$ cat src/hw/rtl/mspp_pkg.sv
// shared types, constants and helpers for the msp v1 telemetry frame parser
// no dependencies
package mspp_pkg;

  localparam logic [7:0] BYTE_START = 8'h24;
  localparam logic [7:0] BYTE_M     = 8'h4D;
  localparam logic [7:0] BYTE_DIR   = 8'h3C;

  localparam logic [7:0] KIND_STATUS = 8'd101;
  localparam logic [7:0] KIND_GPS    = 8'd106;
  localparam logic [7:0] KIND_ATT    = 8'd108;

  localparam logic [7:0] LEN_STATUS = 8'd10;
  localparam logic [7:0] LEN_GPS    = 8'd16;
  localparam logic [7:0] LEN_ATT    = 8'd6;

  localparam logic [7:0] FIX_3D = 8'd3;

  localparam int CAP_DEPTH = 16;
  localparam int CAP_AW    = $clog2(CAP_DEPTH);

  // 2^19 / 10 rounded up, exact for magnitudes up to 2^15
  localparam logic [16:0] RECIP_TEN = 17'd52429;

  typedef logic [CAP_DEPTH-1:0][7:0] cap_t;

  typedef enum logic [2:0] {
    PH_IDLE    = 3'd0,
    PH_M       = 3'd1,
    PH_DIR     = 3'd2,
    PH_SIZE    = 3'd3,
    PH_TYPE    = 3'd4,
    PH_PAYLOAD = 3'd5,
    PH_CHECK   = 3'd6
  } phase_t;

  typedef enum logic [2:0] {
    EV_NONE    = 3'd0,
    EV_GPS     = 3'd1,
    EV_ATT     = 3'd2,
    EV_STATUS  = 3'd3,
    EV_BADSUM  = 3'd4,
    EV_IGNORED = 3'd5
  } ev_t;

  typedef struct packed {
    logic       chk;
    logic       sum_ok;
    logic [7:0] kind;
    logic [7:0] len;
    cap_t       cap;
  } frame_t;

  // signed tenths to whole units, truncated toward zero
  function automatic logic [12:0] tenth13(input logic [15:0] raw);
    logic [15:0] mag;
    logic [32:0] prod;
    logic [12:0] q;
    mag  = raw[15] ? (16'd0 - raw) : raw;
    prod = {17'd0, mag} * {16'd0, RECIP_TEN};
    q    = prod[31:19];
    return raw[15] ? (13'd0 - q) : q;
  endfunction

endpackage

$ cat src/hw/rtl/mspp_if.sv
// valid/ready channel interfaces for the parser's input bytes and results
// no dependencies
interface mspp_in_if;
  logic       valid;
  logic       ready;
  logic [7:0] rx_byte;

  modport source (output valid, output rx_byte, input ready);
  modport sink (input valid, input rx_byte, output ready);
endinterface

interface mspp_out_if;
  logic               valid;
  logic               ready;
  logic [2:0]         frame_event;
  logic [7:0]         fix_kind;
  logic [7:0]         sat_count;
  logic signed [31:0] lat_e7;
  logic signed [31:0] lon_e7;
  logic signed [15:0] alt_dm;
  logic signed [15:0] speed_cms;
  logic signed [12:0] heading_deg;
  logic               armed_flag;
  logic               fix_ready;

  modport source (output valid, output frame_event, output fix_kind, output sat_count,
                  output lat_e7, output lon_e7, output alt_dm, output speed_cms,
                  output heading_deg, output armed_flag, output fix_ready, input ready);
  modport sink (input valid, input frame_event, input fix_kind, input sat_count,
                input lat_e7, input lon_e7, input alt_dm, input speed_cms,
                input heading_deg, input armed_flag, input fix_ready, output ready);
endinterface

$ cat src/hw/rtl/msp_v1_telemetry_frame_parser_top.sv
// top level of the msp v1 telemetry frame parser
// depends on mspp_pkg, mspp_if, mspp_framer and mspp_decode
//
// Parses a stream of received serial bytes, one byte per item, into MSP v1
// request frames ('$' 'M' '<', size, type, payload, xor checksum) and keeps
// GPS, attitude and status telemetry from valid frames. Every input byte
// gives exactly one result item carrying the frame event of that byte and the
// telemetry as it stands after it. A byte is registered on entry, framed and
// decoded from that input register, and the result lands in the output
// register; one byte is taken every cycle while the result side keeps up;
// the framer state and telemetry registers advance once per byte and stall
// with the output register when the sink holds off.
module msp_v1_telemetry_frame_parser_top
  import mspp_pkg::*;
(
  input  logic              clk,
  input  logic              rst_n,
  mspp_in_if.sink           in_ch,
  mspp_out_if.source        out_ch
);

  logic       in_valid_r;
  logic [7:0] in_byte_r;
  logic       out_valid_r;
  ev_t        ev_r;

  logic   adv;
  logic   step;
  logic   in_acc;
  frame_t frame;
  ev_t    ev;

  logic [15:0]        fix;
  logic signed [31:0] lat, lon;
  logic signed [15:0] alt, spd;
  logic signed [12:0] hdg;
  logic               armed;

  assign adv         = !out_valid_r || out_ch.ready;
  assign step        = in_valid_r && adv;
  assign in_ch.ready = !in_valid_r || adv;
  assign in_acc      = in_ch.valid && in_ch.ready;

  always_ff @(posedge clk) begin
    if (!rst_n) begin
      in_valid_r  <= 1'b0;
      out_valid_r <= 1'b0;
    end else begin
      if (in_acc) begin
        in_valid_r <= 1'b1;
      end else if (adv) begin
        in_valid_r <= 1'b0;
      end
      if (step) begin
        out_valid_r <= 1'b1;
      end else if (out_ch.ready) begin
        out_valid_r <= 1'b0;
      end
    end
  end

  always_ff @(posedge clk) begin
    if (in_acc) begin
      in_byte_r <= in_ch.rx_byte;
    end
    if (step) begin
      ev_r <= ev;
    end
  end

  mspp_framer u_framer (
    .clk     (clk),
    .rst_n   (rst_n),
    .step    (step),
    .byte_i  (in_byte_r),
    .frame_o (frame)
  );

  mspp_decode u_decode (
    .clk     (clk),
    .rst_n   (rst_n),
    .step    (step),
    .frame_i (frame),
    .ev_o    (ev),
    .fix_o   (fix),
    .lat_o   (lat),
    .lon_o   (lon),
    .alt_o   (alt),
    .spd_o   (spd),
    .hdg_o   (hdg),
    .armed_o (armed)
  );

  assign out_ch.valid       = out_valid_r;
  assign out_ch.frame_event = ev_r;
  assign out_ch.fix_kind    = fix[7:0];
  assign out_ch.sat_count   = fix[15:8];
  assign out_ch.lat_e7      = lat;
  assign out_ch.lon_e7      = lon;
  assign out_ch.alt_dm      = alt;
  assign out_ch.speed_cms   = spd;
  assign out_ch.heading_deg = hdg;
  assign out_ch.armed_flag  = armed;
  assign out_ch.fix_ready   = (fix[7:0] >= FIX_3D) && (lat != 32'sd0);

  a_armed_only_on_status: assert property (@(posedge clk) disable iff (!rst_n)
    ($past(rst_n) && armed != $past(armed)) |-> (out_valid_r && ev_r == EV_STATUS))
    else $error("armed flag changed without a status frame");

  a_lat_only_on_gps: assert property (@(posedge clk) disable iff (!rst_n)
    ($past(rst_n) && lat != $past(lat)) |-> (out_valid_r && ev_r == EV_GPS))
    else $error("latitude changed without a gps frame");

  a_hdg_only_on_frame: assert property (@(posedge clk) disable iff (!rst_n)
    ($past(rst_n) && hdg != $past(hdg)) |->
      (out_valid_r && (ev_r == EV_GPS || ev_r == EV_ATT)))
    else $error("heading changed without a gps or attitude frame");

endmodule

$ cat src/hw/rtl/mspp_framer.sv
// frame tracking: header match, length, running xor and payload capture
// depends on mspp_pkg
module mspp_framer
  import mspp_pkg::*;
(
  input  logic       clk,
  input  logic       rst_n,
  input  logic       step,
  input  logic [7:0] byte_i,
  output frame_t     frame_o
);

  phase_t     phase_r, phase_nxt;
  logic [7:0] count_r, count_nxt;
  logic [7:0] len_r;
  logic [7:0] kind_r;
  logic [7:0] xor_r;
  cap_t       cap_r;

  logic is_start;
  logic cap_we;
  logic chk;

  assign is_start  = (byte_i == BYTE_START);
  assign count_nxt = count_r + 8'd1;

  always_comb begin
    phase_nxt = PH_IDLE;
    if (is_start) begin
      phase_nxt = PH_M;
    end else begin
      case (phase_r)
        PH_M:       phase_nxt = (byte_i == BYTE_M) ? PH_DIR : PH_IDLE;
        PH_DIR:     phase_nxt = (byte_i == BYTE_DIR) ? PH_SIZE : PH_IDLE;
        PH_SIZE:    phase_nxt = PH_TYPE;
        PH_TYPE:    phase_nxt = (len_r == 8'd0) ? PH_CHECK : PH_PAYLOAD;
        PH_PAYLOAD: phase_nxt = (count_nxt == len_r) ? PH_CHECK : PH_PAYLOAD;
        PH_CHECK:   phase_nxt = PH_IDLE;
        default:    phase_nxt = PH_IDLE;
      endcase
    end
  end

  always_comb begin
    cap_we = 1'b0;
    chk    = 1'b0;
    if (!is_start) begin
      case (phase_r)
        PH_PAYLOAD: cap_we = (count_r[7:CAP_AW] == '0);
        PH_CHECK:   chk    = 1'b1;
        default: begin
          cap_we = 1'b0;
          chk    = 1'b0;
        end
      endcase
    end
  end

  always_ff @(posedge clk) begin
    if (!rst_n) begin
      phase_r <= PH_IDLE;
      count_r <= 8'd0;
      len_r   <= 8'd0;
      kind_r  <= 8'd0;
      xor_r   <= 8'd0;
    end else if (step) begin
      phase_r <= phase_nxt;
      if (!is_start) begin
        case (phase_r)
          PH_SIZE: begin
            len_r   <= byte_i;
            count_r <= 8'd0;
            xor_r   <= byte_i;
          end
          PH_TYPE: begin
            kind_r <= byte_i;
            xor_r  <= xor_r ^ byte_i;
          end
          PH_PAYLOAD: begin
            count_r <= count_nxt;
            xor_r   <= xor_r ^ byte_i;
          end
          default: begin
            count_r <= count_r;
          end
        endcase
      end
    end
  end

  always_ff @(posedge clk) begin
    if (step && cap_we) begin
      cap_r[count_r[CAP_AW-1:0]] <= byte_i;
    end
  end

  assign frame_o.chk    = chk;
  assign frame_o.sum_ok = (byte_i == xor_r);
  assign frame_o.kind   = kind_r;
  assign frame_o.len    = len_r;
  assign frame_o.cap    = cap_r;

endmodule

$ cat src/hw/rtl/mspp_decode.sv
// frame decode and kept telemetry registers
// depends on mspp_pkg and the frame info from mspp_framer
module mspp_decode
  import mspp_pkg::*;
(
  input  logic               clk,
  input  logic               rst_n,
  input  logic               step,
  input  frame_t             frame_i,
  output ev_t                ev_o,
  output logic [15:0]        fix_o,
  output logic signed [31:0] lat_o,
  output logic signed [31:0] lon_o,
  output logic signed [15:0] alt_o,
  output logic signed [15:0] spd_o,
  output logic signed [12:0] hdg_o,
  output logic               armed_o
);

  logic [15:0] fix_r;
  logic [31:0] lat_r, lon_r;
  logic [15:0] alt_r, spd_r;
  logic [12:0] hdg_r;
  logic        armed_r;
  ev_t         ev;
  cap_t        c;

  assign c = frame_i.cap;

  always_comb begin
    ev = EV_NONE;
    if (frame_i.chk) begin
      if (!frame_i.sum_ok) begin
        ev = EV_BADSUM;
      end else begin
        case (frame_i.kind)
          KIND_GPS:    ev = (frame_i.len < LEN_GPS) ? EV_IGNORED : EV_GPS;
          KIND_ATT:    ev = (frame_i.len < LEN_ATT) ? EV_IGNORED : EV_ATT;
          KIND_STATUS: ev = (frame_i.len < LEN_STATUS) ? EV_IGNORED : EV_STATUS;
          default:     ev = EV_IGNORED;
        endcase
      end
    end
  end

  always_ff @(posedge clk) begin
    if (!rst_n) begin
      fix_r   <= 16'd0;
      lat_r   <= 32'd0;
      lon_r   <= 32'd0;
      alt_r   <= 16'd0;
      spd_r   <= 16'd0;
      hdg_r   <= 13'd0;
      armed_r <= 1'b0;
    end else if (step) begin
      case (ev)
        EV_GPS: begin
          fix_r <= {c[1], c[0]};
          lat_r <= {c[5], c[4], c[3], c[2]};
          lon_r <= {c[9], c[8], c[7], c[6]};
          alt_r <= {c[11], c[10]};
          spd_r <= {c[13], c[12]};
          hdg_r <= tenth13({c[15], c[14]});
        end
        EV_ATT:    hdg_r   <= tenth13({c[5], c[4]});
        EV_STATUS: armed_r <= c[6][0];
        default:   armed_r <= armed_r;
      endcase
    end
  end

  assign ev_o    = ev;
  assign fix_o   = fix_r;
  assign lat_o   = lat_r;
  assign lon_o   = lon_r;
  assign alt_o   = alt_r;
  assign spd_o   = spd_r;
  assign hdg_o   = hdg_r;
  assign armed_o = armed_r;

endmodule
$ cat src/flat_wrapper.sv
// flat-port wrapper written by rule: the top's interface ports become plain ports
module msp_v1_telemetry_frame_parser_top_flat import mspp_pkg::*;
  (clk, rst_n, in_ch_valid, in_ch_rx_byte, in_ch_ready, out_ch_valid, out_ch_frame_event, out_ch_fix_kind, out_ch_sat_count, out_ch_lat_e7, out_ch_lon_e7, out_ch_alt_dm, out_ch_speed_cms, out_ch_heading_deg, out_ch_armed_flag, out_ch_fix_ready, out_ch_ready);
  mspp_in_if in_ch_i ();
  mspp_out_if out_ch_i ();
  input  logic clk;
  input  logic rst_n;
  input wire logic [$bits(in_ch_i.valid)-1:0] in_ch_valid;
  input wire logic [$bits(in_ch_i.rx_byte)-1:0] in_ch_rx_byte;
  output wire logic [$bits(in_ch_i.ready)-1:0] in_ch_ready;
  output wire logic [$bits(out_ch_i.valid)-1:0] out_ch_valid;
  output wire logic [$bits(out_ch_i.frame_event)-1:0] out_ch_frame_event;
  output wire logic [$bits(out_ch_i.fix_kind)-1:0] out_ch_fix_kind;
  output wire logic [$bits(out_ch_i.sat_count)-1:0] out_ch_sat_count;
  output wire logic [$bits(out_ch_i.lat_e7)-1:0] out_ch_lat_e7;
  output wire logic [$bits(out_ch_i.lon_e7)-1:0] out_ch_lon_e7;
  output wire logic [$bits(out_ch_i.alt_dm)-1:0] out_ch_alt_dm;
  output wire logic [$bits(out_ch_i.speed_cms)-1:0] out_ch_speed_cms;
  output wire logic [$bits(out_ch_i.heading_deg)-1:0] out_ch_heading_deg;
  output wire logic [$bits(out_ch_i.armed_flag)-1:0] out_ch_armed_flag;
  output wire logic [$bits(out_ch_i.fix_ready)-1:0] out_ch_fix_ready;
  input wire logic [$bits(out_ch_i.ready)-1:0] out_ch_ready;
  assign in_ch_i.valid = in_ch_valid;
  assign in_ch_i.rx_byte = in_ch_rx_byte;
  assign in_ch_ready = in_ch_i.ready;
  assign out_ch_valid = out_ch_i.valid;
  assign out_ch_frame_event = out_ch_i.frame_event;
  assign out_ch_fix_kind = out_ch_i.fix_kind;
  assign out_ch_sat_count = out_ch_i.sat_count;
  assign out_ch_lat_e7 = out_ch_i.lat_e7;
  assign out_ch_lon_e7 = out_ch_i.lon_e7;
  assign out_ch_alt_dm = out_ch_i.alt_dm;
  assign out_ch_speed_cms = out_ch_i.speed_cms;
  assign out_ch_heading_deg = out_ch_i.heading_deg;
  assign out_ch_armed_flag = out_ch_i.armed_flag;
  assign out_ch_fix_ready = out_ch_i.fix_ready;
  assign out_ch_i.ready = out_ch_ready;
  msp_v1_telemetry_frame_parser_top u_core (.clk(clk), .rst_n(rst_n), .in_ch(in_ch_i), .out_ch(out_ch_i));
endmodule
$ cat config.mk
export PLATFORM = sky130hd
export DESIGN_NAME = msp_v1_telemetry_frame_parser_top_flat
export DESIGN_NICKNAME = d
export VERILOG_FILES = /design/src/hw/rtl/mspp_pkg.sv /design/src/hw/rtl/mspp_if.sv /design/src/hw/rtl/msp_v1_telemetry_frame_parser_top.sv /design/src/hw/rtl/mspp_framer.sv /design/src/hw/rtl/mspp_decode.sv /design/src/flat_wrapper.sv
export SDC_FILE = /design/constraint.sdc
export NUM_CORES = 1
export LEC_CHECK = 0
export ABC_AREA = 1
export BUFFER_PORTS_ARGS = -buffer_cell sky130_fd_sc_hd__buf_4
export CAP_MARGIN = 10
export CORE_MARGIN = 2
export CORE_UTILIZATION = 50
export CTS_CLUSTER_DIAMETER = 60
export DETAILED_ROUTE_END_ITERATION = 6
export GPL_TIMING_DRIVEN = 0
export PLACE_DENSITY_LB_ADDON = 0.2
export SYNTH_ARGS = -nofsm -noshare
export SYNTH_HDL_FRONTEND = slang
export SYNTH_HIERARCHICAL = 1
export SYNTH_SLANG_ARGS = --single-unit
$ cat constraint.sdc
create_clock -name clk -period 12.7 [get_ports clk]
set_input_delay 1.27 -clock clk [delete_from_list [all_inputs] [get_ports clk]]
set_output_delay 1.27 -clock clk [all_outputs]
set_load 0.01 [all_outputs]
=== Yosys cells after proc, flatten, opt, wreduce, memory -nomap -nowiden ===
Cells that the tools add are included.

* Bits in registers: 302
* Output and inout port bits: 132

* $add $sub $neg: 5
* $mul: 2
* $lt $le $gt $ge: 6
* Equality and inequality tests: 17
* Multiplexer cells: 30
* Bitwise logic cells: 2
* Reductions and logical operators: 25

{| class="wikitable"
|+ Operators by type and width
! kind !! number
|-
| 128-bit bitwise mux || 1
|-
| 16-bit by 16-bit multiplier with 32-bit output (second input constant) || 2
|-
| 8-bit demux with 4-bit select || 1
|-
| 8-bit by 7-bit == test with 1-bit output (second input constant) || 4
|-
| 16-bit two-way mux || 2
|-
| 8-bit case mux with 2 select lines || 2
|-
| 32-bit nonzero test || 1
|-
| 1-bit by 16-bit subtractor with 16-bit output (first input constant) || 2
|-
| 13-bit two-way mux || 2
|-
| 13-bit case mux with 2 select lines || 1
|-
| 1-bit by 13-bit subtractor with 13-bit output (first input constant) || 2
|-
| 3-bit two-way mux || 6
|-
| 8-bit by 6-bit == test with 1-bit output (second input constant) || 2
|-
| 8-bit == test || 2
|-
| 3-bit case mux with 5 select lines || 1
|-
| 3-bit by 2-bit == test with 1-bit output (second input constant) || 4
|-
| 3-bit AND reduction || 4
|-
| 2-bit nonzero test || 5
|-
| 3-bit == test (second input constant) || 3
|-
| 3-bit case mux with 3 select lines || 1
|-
| 8-bit by 1-bit adder with 8-bit output (second input constant) || 1
|-
| 8-bit by 2-bit greater-or-equal comparator with 1-bit output (second input constant) || 1
|-
| 8-bit logical NOT || 1
|-
| 8-bit by 3-bit less-than comparator with 1-bit output (second input constant) || 1
|-
| 16 further kinds || 35
|}

=== Depth between registers and ports, before layout ===
Gate-level depths: netlist (run 1).

* Depth after elaboration: 8
* Depth in mapped cells: 41

=== Modules after synthesis ===
The synthesis (run 1) kept the hierarchy.

{| class="wikitable"
|+ By module, submodules not included
! module !! times used !! cells each !! area each (um2)
|-
| mspp_decode || 1 || 2272 || 16798.6
|-
| mspp_framer || 1 || 457 || 6072.1
|-
| msp_v1_telemetry_frame_parser_top || 1 || 60 || 554.3
|}

=== Least setup slack after synthesis (run 1) ===
Ideal clock, no wire load.

* Kind: reg-to-reg
* Start point: register u_core.u_framer.cap_r (netlist bit u_core/u_framer/frame_o[32])
* End point: register u_core.u_decode.hdg_r[12], in the netlist u_core/u_decode/hdg_o[12]
* Setup time: 0.109 ns
* Data arrival time: 7.434 ns
* Data required time: 12.591 ns
* Path slack: 5.158 ns
* Stages on the path, launching flop included: 39
* Clock period less this slack: 7.542 ns
* Cells stage by stage: edfxtp_1 -> nor3_1 -> inv_1 -> nor3_1 -> inv_1 -> nor4_1 -> inv_1 -> nor3_1 -> and2_1 -> inv_1 -> nor4_1 -> ha_1 -> ha_1 -> inv_1 -> fa_1 -> inv_1 -> fa_1 -> fa_1 -> [3 not listed] -> ha_1 -> nand2_1 -> nor2_1 -> inv_1 -> nor3_1 -> nand2_1 -> nand2_2 -> xnor2_2 -> ha_1 -> nand2_1 -> nor2_2 -> nand2_2 -> o21ai_4 -> nand3_1 -> nand3_1 -> nand3_1 -> nand2_1 -> inv_1

* Longest elaborated chain between the ends: 6

{| class="wikitable"
|+ RTL lines
! what !! RTL line !! text
|-
| start, declared || mspp_framer.sv:18 || <nowiki>cap_t cap_r;</nowiki>
|-
| start signal, assigned by index || mspp_framer.sv:93 || <nowiki>cap_r[count_r[CAP_AW-1:0]] <= byte_i;</nowiki>
|-
| 1-bit by 16-bit subtractor with 16-bit output || mspp_pkg.sv:59 || <nowiki>mag = raw[15] ? (16'd0 - raw) : raw;</nowiki>
|-
| 16-bit two-way mux * || mspp_pkg.sv:59 ||
|-
| 16-bit by 16-bit multiplier with 32-bit output * || mspp_pkg.sv:60 || <nowiki>prod = {17'd0, mag} * {16'd0, RECIP_TEN};</nowiki>
|-
| 1-bit by 13-bit subtractor with 13-bit output || mspp_pkg.sv:62 || <nowiki>return raw[15] ? (13'd0 - q) : q;</nowiki>
|-
| 13-bit two-way mux * || mspp_pkg.sv:62 ||
|-
| 13-bit case mux with 2 select lines * || mspp_decode.sv:56 || <nowiki>case (ev)</nowiki>
|-
| end signal, assigned || mspp_decode.sv:63 || <nowiki>hdg_r <= tenth13({c[15], c[14]});</nowiki>
|-
| end signal, assigned || mspp_decode.sv:65 || <nowiki>EV_ATT: hdg_r <= tenth13({c[5], c[4]});</nowiki>
|-
| end, declared || mspp_decode.sv:23 || <nowiki>logic [12:0] hdg_r;</nowiki>
|}

Mark *: on every way between the ends. The rest lies on a longest branch, timed or not.
A chain may end at the register's enable or synchronous reset.

=== Worst setup path in the final report (run 1) ===
* Start point: register u_core.u_framer.cap_r (netlist bit u_core/u_framer/frame_o[32])
* End point: register u_core.u_decode.hdg_r[10], in the netlist u_core/u_decode/hdg_o[10]

Same word-level chain as after synthesis.

==> Implementation_results.wiki, run 1 <==
{| class="wikitable"
! Metric !! Value
|-
| Cell area after layout || 26370 um^2
|-
| Global routing usage on met3 || 5.581%
|-
| CTS tree || built
|-
| IR drop worst, VDD || 0.0001239 V
|-
| Final period utilization || about 65%
|-
| Met2 routing resource usage after global routing || between 40% and 50%
|-
| Pwr Density || 76.27 nW/um^2
|-
| Average routed wire per standard cell || 17.69 um
|-
| End-of-flow core utilization || 56.89%
|-
| Initial core utilization || 50.53%
|-
| Post-CTS setup buffer count || 0
|-
| Stages on worst setup path || 39
|-
| Worst setup path class || register to register
|-
| Category of cells accounting for the largest share of critical-path delay || adder cells
|-
| Data arrival, critical path || 8730 ps
|-
| Detailed-routing iteration count for the pre-antenna-repair pass || 7
|-
| R2r startpoint || u_core/u_framer/frame_o[32]
|-
| Setup Slack @ Placement || 4524 ps
|-
| Slew at the pin closest to its max-slew limit || 1268 ps
|-
| Antenna Violating Nets Remaining || 0
|-
| Area of the mapped netlist || 23420 um^2
|-
| Number of gates given a new drive strength after cts || 0
|-
| Final global-route overflow total || 0
|-
| Unrepaired setup endpoints after global routing || false
|-
| Nets@finish || 3395
|-
| TNS Setup || 0 ps
|-
| Tightest slew margin relative to the limit || 15.49%
|-
| Iter 0 DRT Violations || 1280
|-
| Worst setup path end || u_core/u_decode/hdg_o[10]
|-
| Placed Instances || about 3500
|-
| Count of hold-fix buffers inserted at cts || 0
|-
| Flop and latch count out of synthesis || 302
|-
| Crit-path max FO || 7
|-
| Maximum number of pins on one net before global-route repair || 23
|-
| Startpoint type of the worst setup path || register
|-
| Met1 Usage GRT || a little over a third
|-
| EDFF count, synth || 139
|-
| Number of buffers inserted during clock tree synthesis || 34
|-
| Avg Cell Area, Syn || 8.399 um^2
|-
| Horizontal die dimension || between 200 and 250 um
|-
| Wire length of the first global-routing pass || 101300 um
|-
| Die span in y || 220.5 um
|-
| Worst Slack Setup Final || 4407 ps
|-
| RD Place Congestion || 0.9480
|-
| # rows || 79
|-
| Syn-to-layout area delta || 12.58%
|-
| Kind of end point of the critical path || register
|-
| H-tree depth reported by CTS || 2
|-
| Final number of hold-violating endpoints || 0
|-
| DP Area || 25290 um^2
|-
| Delay of the slowest cell on the worst path || 680 ps
|-
| Detailed Route WL || 63790 um
|-
| Status || finished, final reports clean
|-
| Cells after Synth || about 2800
|-
| Clock transition time at the flip-flop clock pins of the worst setup and hold paths || 50 ps
|-
| Worst Reg-to-Reg Cells || 39
|-
| Synthesized netlist net count || approximately 3200
|-
| IO Pins || 144
|-
| Start point of the critical path || u_core/u_framer/frame_o[32]
|-
| Standard cell core area || 46360 um^2
|-
| Synthesis Warnings || 6
|-
| Count of cells along the worst hold path || 2
|-
| Leakage || 12.63 nW
|-
| Layer carrying the most global-route usage || met2
|-
| Proportion of layout cells with a drive suffix above 1 || 10.34%
|-
| Total number of vias || 18710
|-
| Number of standard cells in the layout, taps in and fillers out || 3605
|-
| Main synth FF type || sky130_fd_sc_hd__dfxtp_1
|-
| Root buffer selected by CTS || sky130_fd_sc_hd__clkbuf_16
|-
| Max-cap check violation count || 0
|-
| CP most frequent cell || sky130_fd_sc_hd__inv_1
|-
| Final-report setup violation count || 0
|-
| Tot GR Track Use || 27.01%
|-
| Number of clock sinks seen by CTS || 302
|-
| Crit path buffers/inverters || 10
|-
| Setup Skew || 25.44 ps
|-
| Ys async rst share || 0%
|-
| Number of antenna violations at the first check in global routing || 0
|-
| Number of global-route vias before repair || approximately 19000
|-
| Clk Latency, worst-skew pair || 550 ps
|-
| Max Buffers Root-to-Sink || 3
|-
| Sequential area share after synthesis || 31.75%
|-
| Hold Slack || 445.1 ps
|-
| Tot Pwr || 2.012 mW
|-
| Remaining DRCs || 0
|-
| DP Wirelength || 51810 um
|-
| Launch point of the worst hold path || u_core/u_decode/lon_o[14]
|-
| Vias per inst || slightly above 5
|-
| Cell with the largest stage delay on the worst path || sky130_fd_sc_hd__xor2_1
|-
| Worst min path class || register to register
|-
| Required arrival time at the worst endpoint || 13140 ps
|-
| Terminus of the critical flop-to-flop path || u_core/u_decode/hdg_o[10]
|-
| Die Area || 48600 um^2
|-
| Number of buffers inserted by port buffering || 143
|-
| Post-synthesis cell type count || between 50 and 60
|-
| Time the worst path needs with I/O delays and setup || 8293 ps
|-
| Max Fclk || 120.6 MHz
|-
| Reg2Reg Setup Slack || ~4400 ps
|-
| Final max-slew violation count || 0
|}
[synth_stat cells, types with 6 or more instances]
| cell | n | area (um^2) |
|---|---|---|
| sky130_fd_sc_hd__nand2_1 | 401 | 1505 |
| sky130_fd_sc_hd__inv_2 | 8 | 30.03 |
| sky130_fd_sc_hd__nor2_2 | 16 | 100.1 |
| sky130_fd_sc_hd__o21bai_1 | 18 | 135.1 |
| sky130_fd_sc_hd__clkbuf_1 | 29 | 108.9 |
| sky130_fd_sc_hd__nand3_1 | 132 | 660.6 |
| sky130_fd_sc_hd__nand4_1 | 20 | 125.1 |
| sky130_fd_sc_hd__o21ai_0 | 163 | 815.8 |
| sky130_fd_sc_hd__nor4_1 | 16 | 100.1 |
| sky130_fd_sc_hd__fa_1 | 148 | 2963 |
| sky130_fd_sc_hd__a21o_1 | 9 | 67.56 |
| sky130_fd_sc_hd__edfxtp_1 | 139 | 4174 |
| sky130_fd_sc_hd__and2_1 | 6 | 37.54 |
| sky130_fd_sc_hd__inv_1 | 608 | 2282 |
| sky130_fd_sc_hd__nand3_2 | 6 | 60.06 |
| sky130_fd_sc_hd__o211ai_1 | 6 | 45.04 |
| sky130_fd_sc_hd__nand2_2 | 17 | 106.4 |
| sky130_fd_sc_hd__a21oi_1 | 215 | 1076 |
| sky130_fd_sc_hd__o21ai_1 | 11 | 55.05 |
| sky130_fd_sc_hd__ha_1 | 264 | 3303 |
| sky130_fd_sc_hd__buf_4 | 6 | 45.04 |
| sky130_fd_sc_hd__xor2_1 | 63 | 551.8 |
| sky130_fd_sc_hd__buf_2 | 19 | 95.09 |
| sky130_fd_sc_hd__xnor2_1 | 33 | 289.0 |
| sky130_fd_sc_hd__nor3_1 | 28 | 140.1 |
| sky130_fd_sc_hd__nor2_1 | 173 | 649.4 |
| sky130_fd_sc_hd__dfxtp_1 | 163 | 3263 |
| sky130_fd_sc_hd__a21oi_2 | 7 | 61.31 |
| sky130_fd_sc_hd__nand3b_1 | 9 | 67.56 |
[per-layer routing]
| metal | share of wire (%) | wire [um] |
|---|---|---|
| met5 | 0 | 0 |
| met4 | 1.7 | 1096 |
| met3 | 6.9 | 4373 |
| met2 | 47 | 29970 |
| met1 | 44 | 28350 |
[worst min path at each step]
stage,endpoint,slack [ps]
finish,u_core/u_decode/lon_o[14],450
global route,u_core/u_decode/fix_o[8],460
CTS,u_core/u_decode/lon_o[14],450
detailed placement,u_core/u_decode/alt_o[12],440
global placement,u_core/u_decode/spd_o[1],430
floorplan,u_core/u_framer/kind_r[4],440
[cell usage in the layout, fill, tap and decap left out, types with 5 or more instances in the layout]
master,count
sky130_fd_sc_hd__a21o_1,9
sky130_fd_sc_hd__a21oi_1,215
sky130_fd_sc_hd__a21oi_2,7
sky130_fd_sc_hd__and2_1,6
sky130_fd_sc_hd__buf_2,19
sky130_fd_sc_hd__buf_4,151
sky130_fd_sc_hd__clkbuf_1,37
sky130_fd_sc_hd__clkbuf_16,34
sky130_fd_sc_hd__clkbuf_2,5
sky130_fd_sc_hd__clkbuf_8,7
sky130_fd_sc_hd__dfxtp_1,163
sky130_fd_sc_hd__edfxtp_1,139
sky130_fd_sc_hd__fa_1,148
sky130_fd_sc_hd__ha_1,264
sky130_fd_sc_hd__inv_1,608
sky130_fd_sc_hd__inv_2,8
sky130_fd_sc_hd__nand2_1,401
sky130_fd_sc_hd__nand2_2,17
sky130_fd_sc_hd__nand3_1,132
sky130_fd_sc_hd__nand3_2,6
sky130_fd_sc_hd__nand3b_1,9
sky130_fd_sc_hd__nand4_1,20
sky130_fd_sc_hd__nor2_1,173
sky130_fd_sc_hd__nor2_2,16
sky130_fd_sc_hd__nor2_4,5
sky130_fd_sc_hd__nor3_1,28
sky130_fd_sc_hd__nor4_1,14
sky130_fd_sc_hd__o211ai_1,6
sky130_fd_sc_hd__o21a_1,5
sky130_fd_sc_hd__o21ai_0,163
sky130_fd_sc_hd__o21ai_1,11
sky130_fd_sc_hd__o21bai_1,18
sky130_fd_sc_hd__xnor2_1,33
sky130_fd_sc_hd__xor2_1,63
[flip-flops by register name, summed over array words and instances, names as in the netlist]
| name | flops |
|---|---|
| u_core/in_byte_r | 8 |
| u_core/in_valid_r | 1 |
| u_core/out_ch.frame_event | 3 |
| u_core/out_ch.valid | 1 |
| u_core/u_decode/alt_o | 16 |
| u_core/u_decode/armed_o | 1 |
| u_core/u_decode/fix_o | 16 |
| u_core/u_decode/hdg_o | 13 |
| u_core/u_decode/lat_o | 32 |
| u_core/u_decode/lon_o | 32 |
| u_core/u_decode/spd_o | 16 |
| u_core/u_framer/count_r | 8 |
| u_core/u_framer/frame_o | 128 |
| u_core/u_framer/kind_r | 8 |
| u_core/u_framer/len_r | 8 |
| u_core/u_framer/phase_r | 3 |
| u_core/u_framer/xor_r | 8 |
[where the power goes]
| part | leakage, nW | switching [mW] | internal (mW) |
|---|---|---|---|
| combinational | 9.52 | 0.0239 | 0.0116 |
| clock | 0.533 | 0.401 | 0.542 |
| sequential | 2.57 | 0.0138 | 1.02 |
| total | 12.6 | 0.438 | 1.57 |
[worst register-to-register path, delay by kind of cell (launching register included)]
family	cells	cell delay (ps)
adder cells (fa/ha/maj)	7	2990
AND/OR/NAND/NOR	18	2510
XOR/XNOR	2	1000
buffers and inverters	10	820
flip-flops	1	540
AO/OA/AOI/OAI	2	310
[cells by family after synthesis]
group / share of synthesized area, %
AOI/OAI and AO/OA: 10.44
and+or+nand+nor: 16.07
xor gates and xnor gates: 3.728
buffers and inverters: 11.26
adders and majority gates: 26.75
DFF: 31.75
[cell type report]
class / instances / area, um^2
antenna: 1 / 2.502
buffer: 64 / 320.3
clock buffer: 49 / 977.2
clock inverter: 13 / 96.34
fill: 4212 / 19990
inverter: 617 / 2318
multi-input combinational: 1806 / 13360
sequential: 302 / 7437
tap: 607 / 759.5
timing repair buffer: 146 / 1100
(Power assumes the default switching activity.)
==> inputs of run 2 (changes only) <==
Clock period 12.7 ns to 7.2 ns, I/O delays scaled along.
==> Implementation_results.wiki, run 2 (synthesis gave the netlist of run 1 again) <==
{| class="wikitable"
! Metric !! Value
|-
| Status || finished, final reports clean
|-
| Most common cell after layout, fill and taps aside || sky130_fd_sc_hd__inv_1
|-
| Launch point of the worst hold path || in_ch_rx_byte[0]
|-
| Setup Slack @ Placement || -1512 ps
|-
| Max Buffers Root-to-Sink || 3
|-
| Number of antenna violations at the first check in global routing || 0
|-
| Number of flip-flops under the largest register name || ~130
|-
| Wire length of the first global-routing pass || around 100000 um
|-
| Reg2Reg Setup Slack || 180 ps
|-
| Worst setup path class || register to register
|-
| Number of buffers inserted by port buffering || 143
|-
| Clk Latency, worst-skew pair || 550 ps
|-
| Number of clock sinks seen by CTS || approximately 300
|-
| Cell with the largest stage delay on the worst path || sky130_fd_sc_hd__fa_2
|-
| Detailed Route WL || 66660 um
|-
| Terminating pin of the worst hold path || u_core/in_byte_r[0]
|-
| Syn-to-layout area delta || 21.64%
|-
| Clock transition time at the flip-flop clock pins of the worst setup and hold paths || about 60 ps
|-
| Standard cell core area || 46360 um^2
|-
| Comb power frac || 1.7%
|-
| Leakage || 13.30 nW
|-
| Placed Instances || 3540
|-
| Max-cap check violation count || 0
|-
| Tightest slew margin relative to the limit || 17.22%
|-
| Count of antenna diodes in the layout || 0
|-
| End-of-flow core utilization || a little over 60%
|-
| Switching share of power || roughly 22%
|-
| Final period utilization || 97.56%
|-
| Sequential fraction of design power || 50.9%
|-
| Nets@finish || 3493
|-
| Die Area || 48600 um^2
|-
| Pwr Density || between 100 and 150 nW/um^2
|-
| Time the worst path needs with I/O delays and setup || between 7000 and 8000 ps
|-
| Most frequent cells in the layout || sky130_fd_sc_hd__inv_1, sky130_fd_sc_hd__nand2_1, sky130_fd_sc_hd__buf_4, sky130_fd_sc_hd__ha_1, sky130_fd_sc_hd__a21oi_1
|-
| Delay of the slowest cell on the worst path || 640 ps
|-
| Number of standard cells in the layout, taps in and fillers out || 3702
|-
| Average routed wire per standard cell || 18.01 um
|-
| Setup Skew || 21.00 ps
|-
| Total number of vias || between 15000 and 20000
|-
| Proportion of layout cells with a drive suffix above 1 || around 20%
|-
| Tot Pwr || 3.584 mW
|-
| Number of buffers inserted during clock tree synthesis || 36
|-
| Data arrival, critical path || 7460 ps
|-
| Vias per inst || 5.252
|-
| Remaining DRCs || 0
|-
| TNS Setup || 0 ps
|-
| Tot GR Track Use || 27.32%
|-
| Crit-path max FO || 5
|-
| Final global-route overflow total || 0
|-
| IO Pins || 144
|-
| IR drop worst, VDD || 0.0002314 V
|-
| Initial core utilization || 50.53%
|-
| Slew at the pin closest to its max-slew limit || 1242 ps
|-
| CP most frequent cell || sky130_fd_sc_hd__nand2_1
|-
| Terminus of the critical flop-to-flop path || u_core/u_decode/hdg_o[6]
|-
| # rows || 79
|-
| Required arrival time at the worst endpoint || 7630 ps
|-
| Cell Int Power || 2.792 mW
|-
| Worst Slack Setup Final || 175.4 ps
|-
| Kind of end point of the critical path || register
|-
| Final-report setup violation count || 0
|-
| P_sw || between 0.7 and 0.8 mW
|-
| Antenna Violating Nets Remaining || 0
|-
| RD Place Congestion || between 0.9 and 1
|-
| Number of global-route vias before repair || 19360
|-
| Worst min path class || input pin to register
|-
| Die span in y || 220.5 um
|-
| Clk pwr share || 47.4%
|-
| Maximum number of pins on one net before global-route repair || 23
|-
| Final max-slew violation count || 0
|-
| Worst Reg-to-Reg Cells || 35
|-
| Detailed-routing iteration count for the pre-antenna-repair pass || 5
|-
| Max Fclk || approximately 140 MHz
|-
| Count of cells along the worst hold path || 1
|-
| R2r startpoint || u_core/u_framer/frame_o[112]
|-
| Horizontal die dimension || 220.5 um
|-
| H-tree depth reported by CTS || 2
|-
| Root buffer selected by CTS || sky130_fd_sc_hd__clkbuf_16
|-
| DP Wirelength || 52260 um
|-
| Final number of hold-violating endpoints || 0
|-
| Iter 0 DRT Violations || 1233
|-
| Startpoint type of the worst setup path || register
|-
| CTS tree || built
|}
run 2: cell count changes in the layout (fill, tap and decap cells not counted), sizes merged:
cell,before,now
bufinv,0,1
inv,623,622
clkinv,7,14
clkinvlp,0,2
buf,175,271
diode,1,0
clkbuf,83,76
run 2: worst max-delay path: cells and delay by family (launching register included):
kind,cells,cell delay [ps]
buffers and inverters,8,690
DFF,1,450
and+or+nand+nor,16,2150
xor gates and xnor gates,1,270
adders and majority gates,8,3070
AOI/OAI and AO/OA,2,250
run 2: how the worst max path moves through the flow:
stage                                       startpoint                         to  cells past startpoint
after CTS                 u_core/u_framer/frame_o[112]   u_core/u_decode/hdg_o[8]                     35
after detailed placement   u_core/u_framer/frame_o[32]  u_core/u_decode/hdg_o[12]                     38
after floorplan            u_core/u_framer/frame_o[32]  u_core/u_decode/hdg_o[12]                     38
final                     u_core/u_framer/frame_o[112]   u_core/u_decode/hdg_o[6]                     35
after global routing      u_core/u_framer/frame_o[112]   u_core/u_decode/hdg_o[6]                     37
after global placement     u_core/u_framer/frame_o[32]  u_core/u_decode/hdg_o[12]                     38
run 2: area by class of cell:
type	instances	area (um^2)
well taps	607	759.5
repair buffers	242	1867
inverters	617	2332
clock buffers	42	923.4
clock inverters	22	186.4
plain buffers	64	327.8
fillers	3994	17860
flip-flops and latches	302	7437
multi-input cells	1806	14660
run 2: metrics by stage:
step           area, um^2  hold slack (ps)
4_1_cts             27170            339.2
3_5_place_dp        25280            440.3
5_1_grt             28490            342.5
2_1_floorplan       23430            440.9
6_report            28490            361.6
3_3_place_gp        25260            433.9
run 2: routing by layer:
metal  GRT usage (%)  routed length, um
met4           7.226               1815
met2           45.90              31390
met1           35.39              28580
met3           6.447               4871
met5               0                  0
run 2: power groups by stage:
stage,Sequential [mW],Combinational [mW],Clock (mW)
floorplan,1.84,0.0384,0
global placement,1.86,0.0603,0
detailed placement,1.86,0.0611,0
CTS,1.82,0.0614,1.73
global route,1.82,0.0698,1.80
finish,1.82,0.0625,1.70
run 2: repair_timing:
action | CTS | global route
pin swaps | 33 | 104
resized for setup | 87 | 211
hold buffers | 0 | 0
setup buffers | 45 | 52
setup endpoints to repair | 13 | 12
==> inputs of run 3 (changes only) <==
Clock period 7.2 ns to 7.31 ns, I/O delays scaled along.
==> Implementation_results.wiki, run 3 (synthesis gave the netlist of run 1 again) <==
{| class="wikitable"
! Metric !! Value
|-
| Status || finished, final reports clean
|-
| Required arrival time at the worst endpoint || approximately 7800 ps
|-
| Final global-route overflow total || 0
|-
| Max Buffers Root-to-Sink || 3
|-
| Number of buffers inserted by port buffering || 143
|-
| Final period utilization || ~96%
|-
| Setup Skew || between 20 and 25 ps
|-
| Number of flip-flops under the largest register name || 128
|-
| Area of all sequential standard cells || around 7400 um^2
|-
| Most common cell after layout, fill and taps aside || sky130_fd_sc_hd__inv_1
|-
| Crit-path max FO || 6
|-
| Number of clock sinks seen by CTS || 302
|-
| Number of global-route vias before repair || 19210
|-
| Time the worst path needs with I/O delays and setup || 7005 ps
|-
| Filler Cell Count || 4083
|-
| Final-report setup violation count || 0
|-
| Slew at the pin closest to its max-slew limit || 1264 ps
|-
| IO Pins || 144
|-
| Most frequent cells in the layout || sky130_fd_sc_hd__inv_1, sky130_fd_sc_hd__nand2_1, sky130_fd_sc_hd__ha_1, sky130_fd_sc_hd__buf_4, sky130_fd_sc_hd__a21oi_1
|-
| # rows || ~80
|-
| Data arrival, critical path || 7440 ps
|-
| Iter 0 DRT Violations || roughly 1300
|-
| Hold Slack || 373.1 ps
|-
| Initial core utilization || 50.53%
|-
| Wire length of the first global-routing pass || 101400 um
|-
| Kind of end point of the critical path || register
|-
| Worst min path class || input pin to register
|-
| DP Wirelength || 52260 um
|-
| Number of buffers inserted during clock tree synthesis || 36
|-
| Delay of the slowest cell on the worst path || 540 ps
|-
| Tightest slew margin relative to the limit || 15.75%
|-
| Number of antenna violations at the first check in global routing || 0
|-
| Count of hold-fix buffers inserted at cts || 0
|-
| Die span in y || 220.5 um
|-
| Root buffer selected by CTS || sky130_fd_sc_hd__clkbuf_16
|-
| Leakage || 13.15 nW
|-
| End-of-flow core utilization || 60.28%
|-
| Max Fclk || 142.8 MHz
|-
| Worst setup path class || register to register
|-
| Nets@finish || 3472
|-
| RD Place Congestion || 0.9352
|-
| Startpoint type of the worst setup path || register
|-
| Proportion of layout cells with a drive suffix above 1 || 17.31%
|-
| Cell with the largest stage delay on the worst path || sky130_fd_sc_hd__fa_1
|-
| Number of standard cells in the layout, taps in and fillers out || 3681
|-
| Clk Latency, worst-skew pair || 540 ps
|-
| Max-cap check violation count || 0
|-
| Maximum number of pins on one net before global-route repair || 23
|-
| CTS tree || built
|-
| Detailed-routing iteration count for the pre-antenna-repair pass || 6
|-
| Final number of hold-violating endpoints || 0
|-
| Final max-slew violation count || 0
|-
| Average routed wire per standard cell || 17.96 um
|-
| Die Area || 48600 um^2
|-
| Remaining DRCs || 0
|-
| Multi-input combinational cell area || approximately 14000 um^2
|-
| Vias per inst || roughly 5.2
|-
| Unrepaired setup endpoints after global routing || true
|-
| Placed Instances || 3540
|-
| Total number of vias || 19270
|-
| Standard cell core area || between 40000 and 50000 um^2
|-
| Syn-to-layout area delta || 19.30%
|-
| Antenna Violating Nets Remaining || 0
|-
| Horizontal die dimension || 220.5 um
|-
| Count of antenna diodes in the layout || 0
|-
| Clock transition time at the flip-flop clock pins of the worst setup and hold paths || ~60 ps
|-
| Tot GR Track Use || 27.05%
|-
| TNS Setup || 0 ps
|-
| H-tree depth reported by CTS || 2
|-
| IR drop worst, VDD || ~0.00023 V
|-
| Detailed Route WL || 66120 um
|-
| Tot Pwr || 3.529 mW
|-
| Pwr Density || 126.3 nW/um^2
|}
## run 3: layer usage
metal	share of wire, %	wire [um]	vias up	global-route usage [%]
li1	-	-	9433	-
met1	43	28750	9263	35.14
met2	47	31190	478	45.52
met3	7.0	4606	95	6.378
met4	2.4	1574	0	6.756
met5	0	0	-	0
## run 3: area by class of cell
| type | count | share of cell area (%) |
|---|---|---|
| Buffer | 64 | 1.173 |
| Clock buffer | 42 | 3.304 |
| Clock inverter | 22 | 0.6671 |
| Inverter | 617 | 8.337 |
| Multi-Input combinational cell | 1806 | 51.20 |
| Sequential cell | 302 | 26.61 |
| Tap cell | 607 | 2.718 |
| Timing Repair Buffer | 221 | 5.991 |
## run 3: path summary, 6_finish.rpt
kind,start,to,slack [ps],depth (start not counted)
worst min register to register,u_core/u_decode/lon_o[19],u_core/u_decode/lon_o[19],450,2
worst max register to register,u_core/u_framer/frame_o[32],u_core/u_decode/hdg_o[12],310,36
worst min-delay path,in_ch_rx_byte[0],u_core/in_byte_r[0],370,1
worst max-delay path,u_core/u_framer/frame_o[32],u_core/u_decode/hdg_o[12],310,36
## run 3: metrics by stage
stage	cell area, um^2	setup WS, ps
2_1_floorplan	23430	128.5
3_3_place_gp	25260	-1200
3_5_place_dp	25280	-1402
4_1_cts	26920	11.89
5_1_grt	27950	-119.1
6_report	27950	305.0
## run 3: where the power goes
part / switching [mW] / leakage (nW) / internal [mW]
sequential: 0.0246 / 2.57 / 1.77
combinational: 0.0417 / 10.0 / 0.0199
clock: 0.712 / 0.546 / 0.959
total: 0.778 / 13.2 / 2.75
## run 3: critical path, delay by kind of cell, from the launching register on
family,cells,cell delay (ps)
adder cells (fa/ha/maj),8,3160
buffers and inverters,8,730
flip-flops,1,410
XOR/XNOR,2,480
AO/OA/AOI/OAI,3,530
AND/OR/NAND/NOR,15,1560
## run 3: repair_timing
item | in CTS | in global routing
setup buffers | 27 | 49
endpoints found under the setup margin | 13 | 12
pin swaps | 17 | 56
resized for setup | 61 | 144
endpoints found under the hold margin | 0 | 0
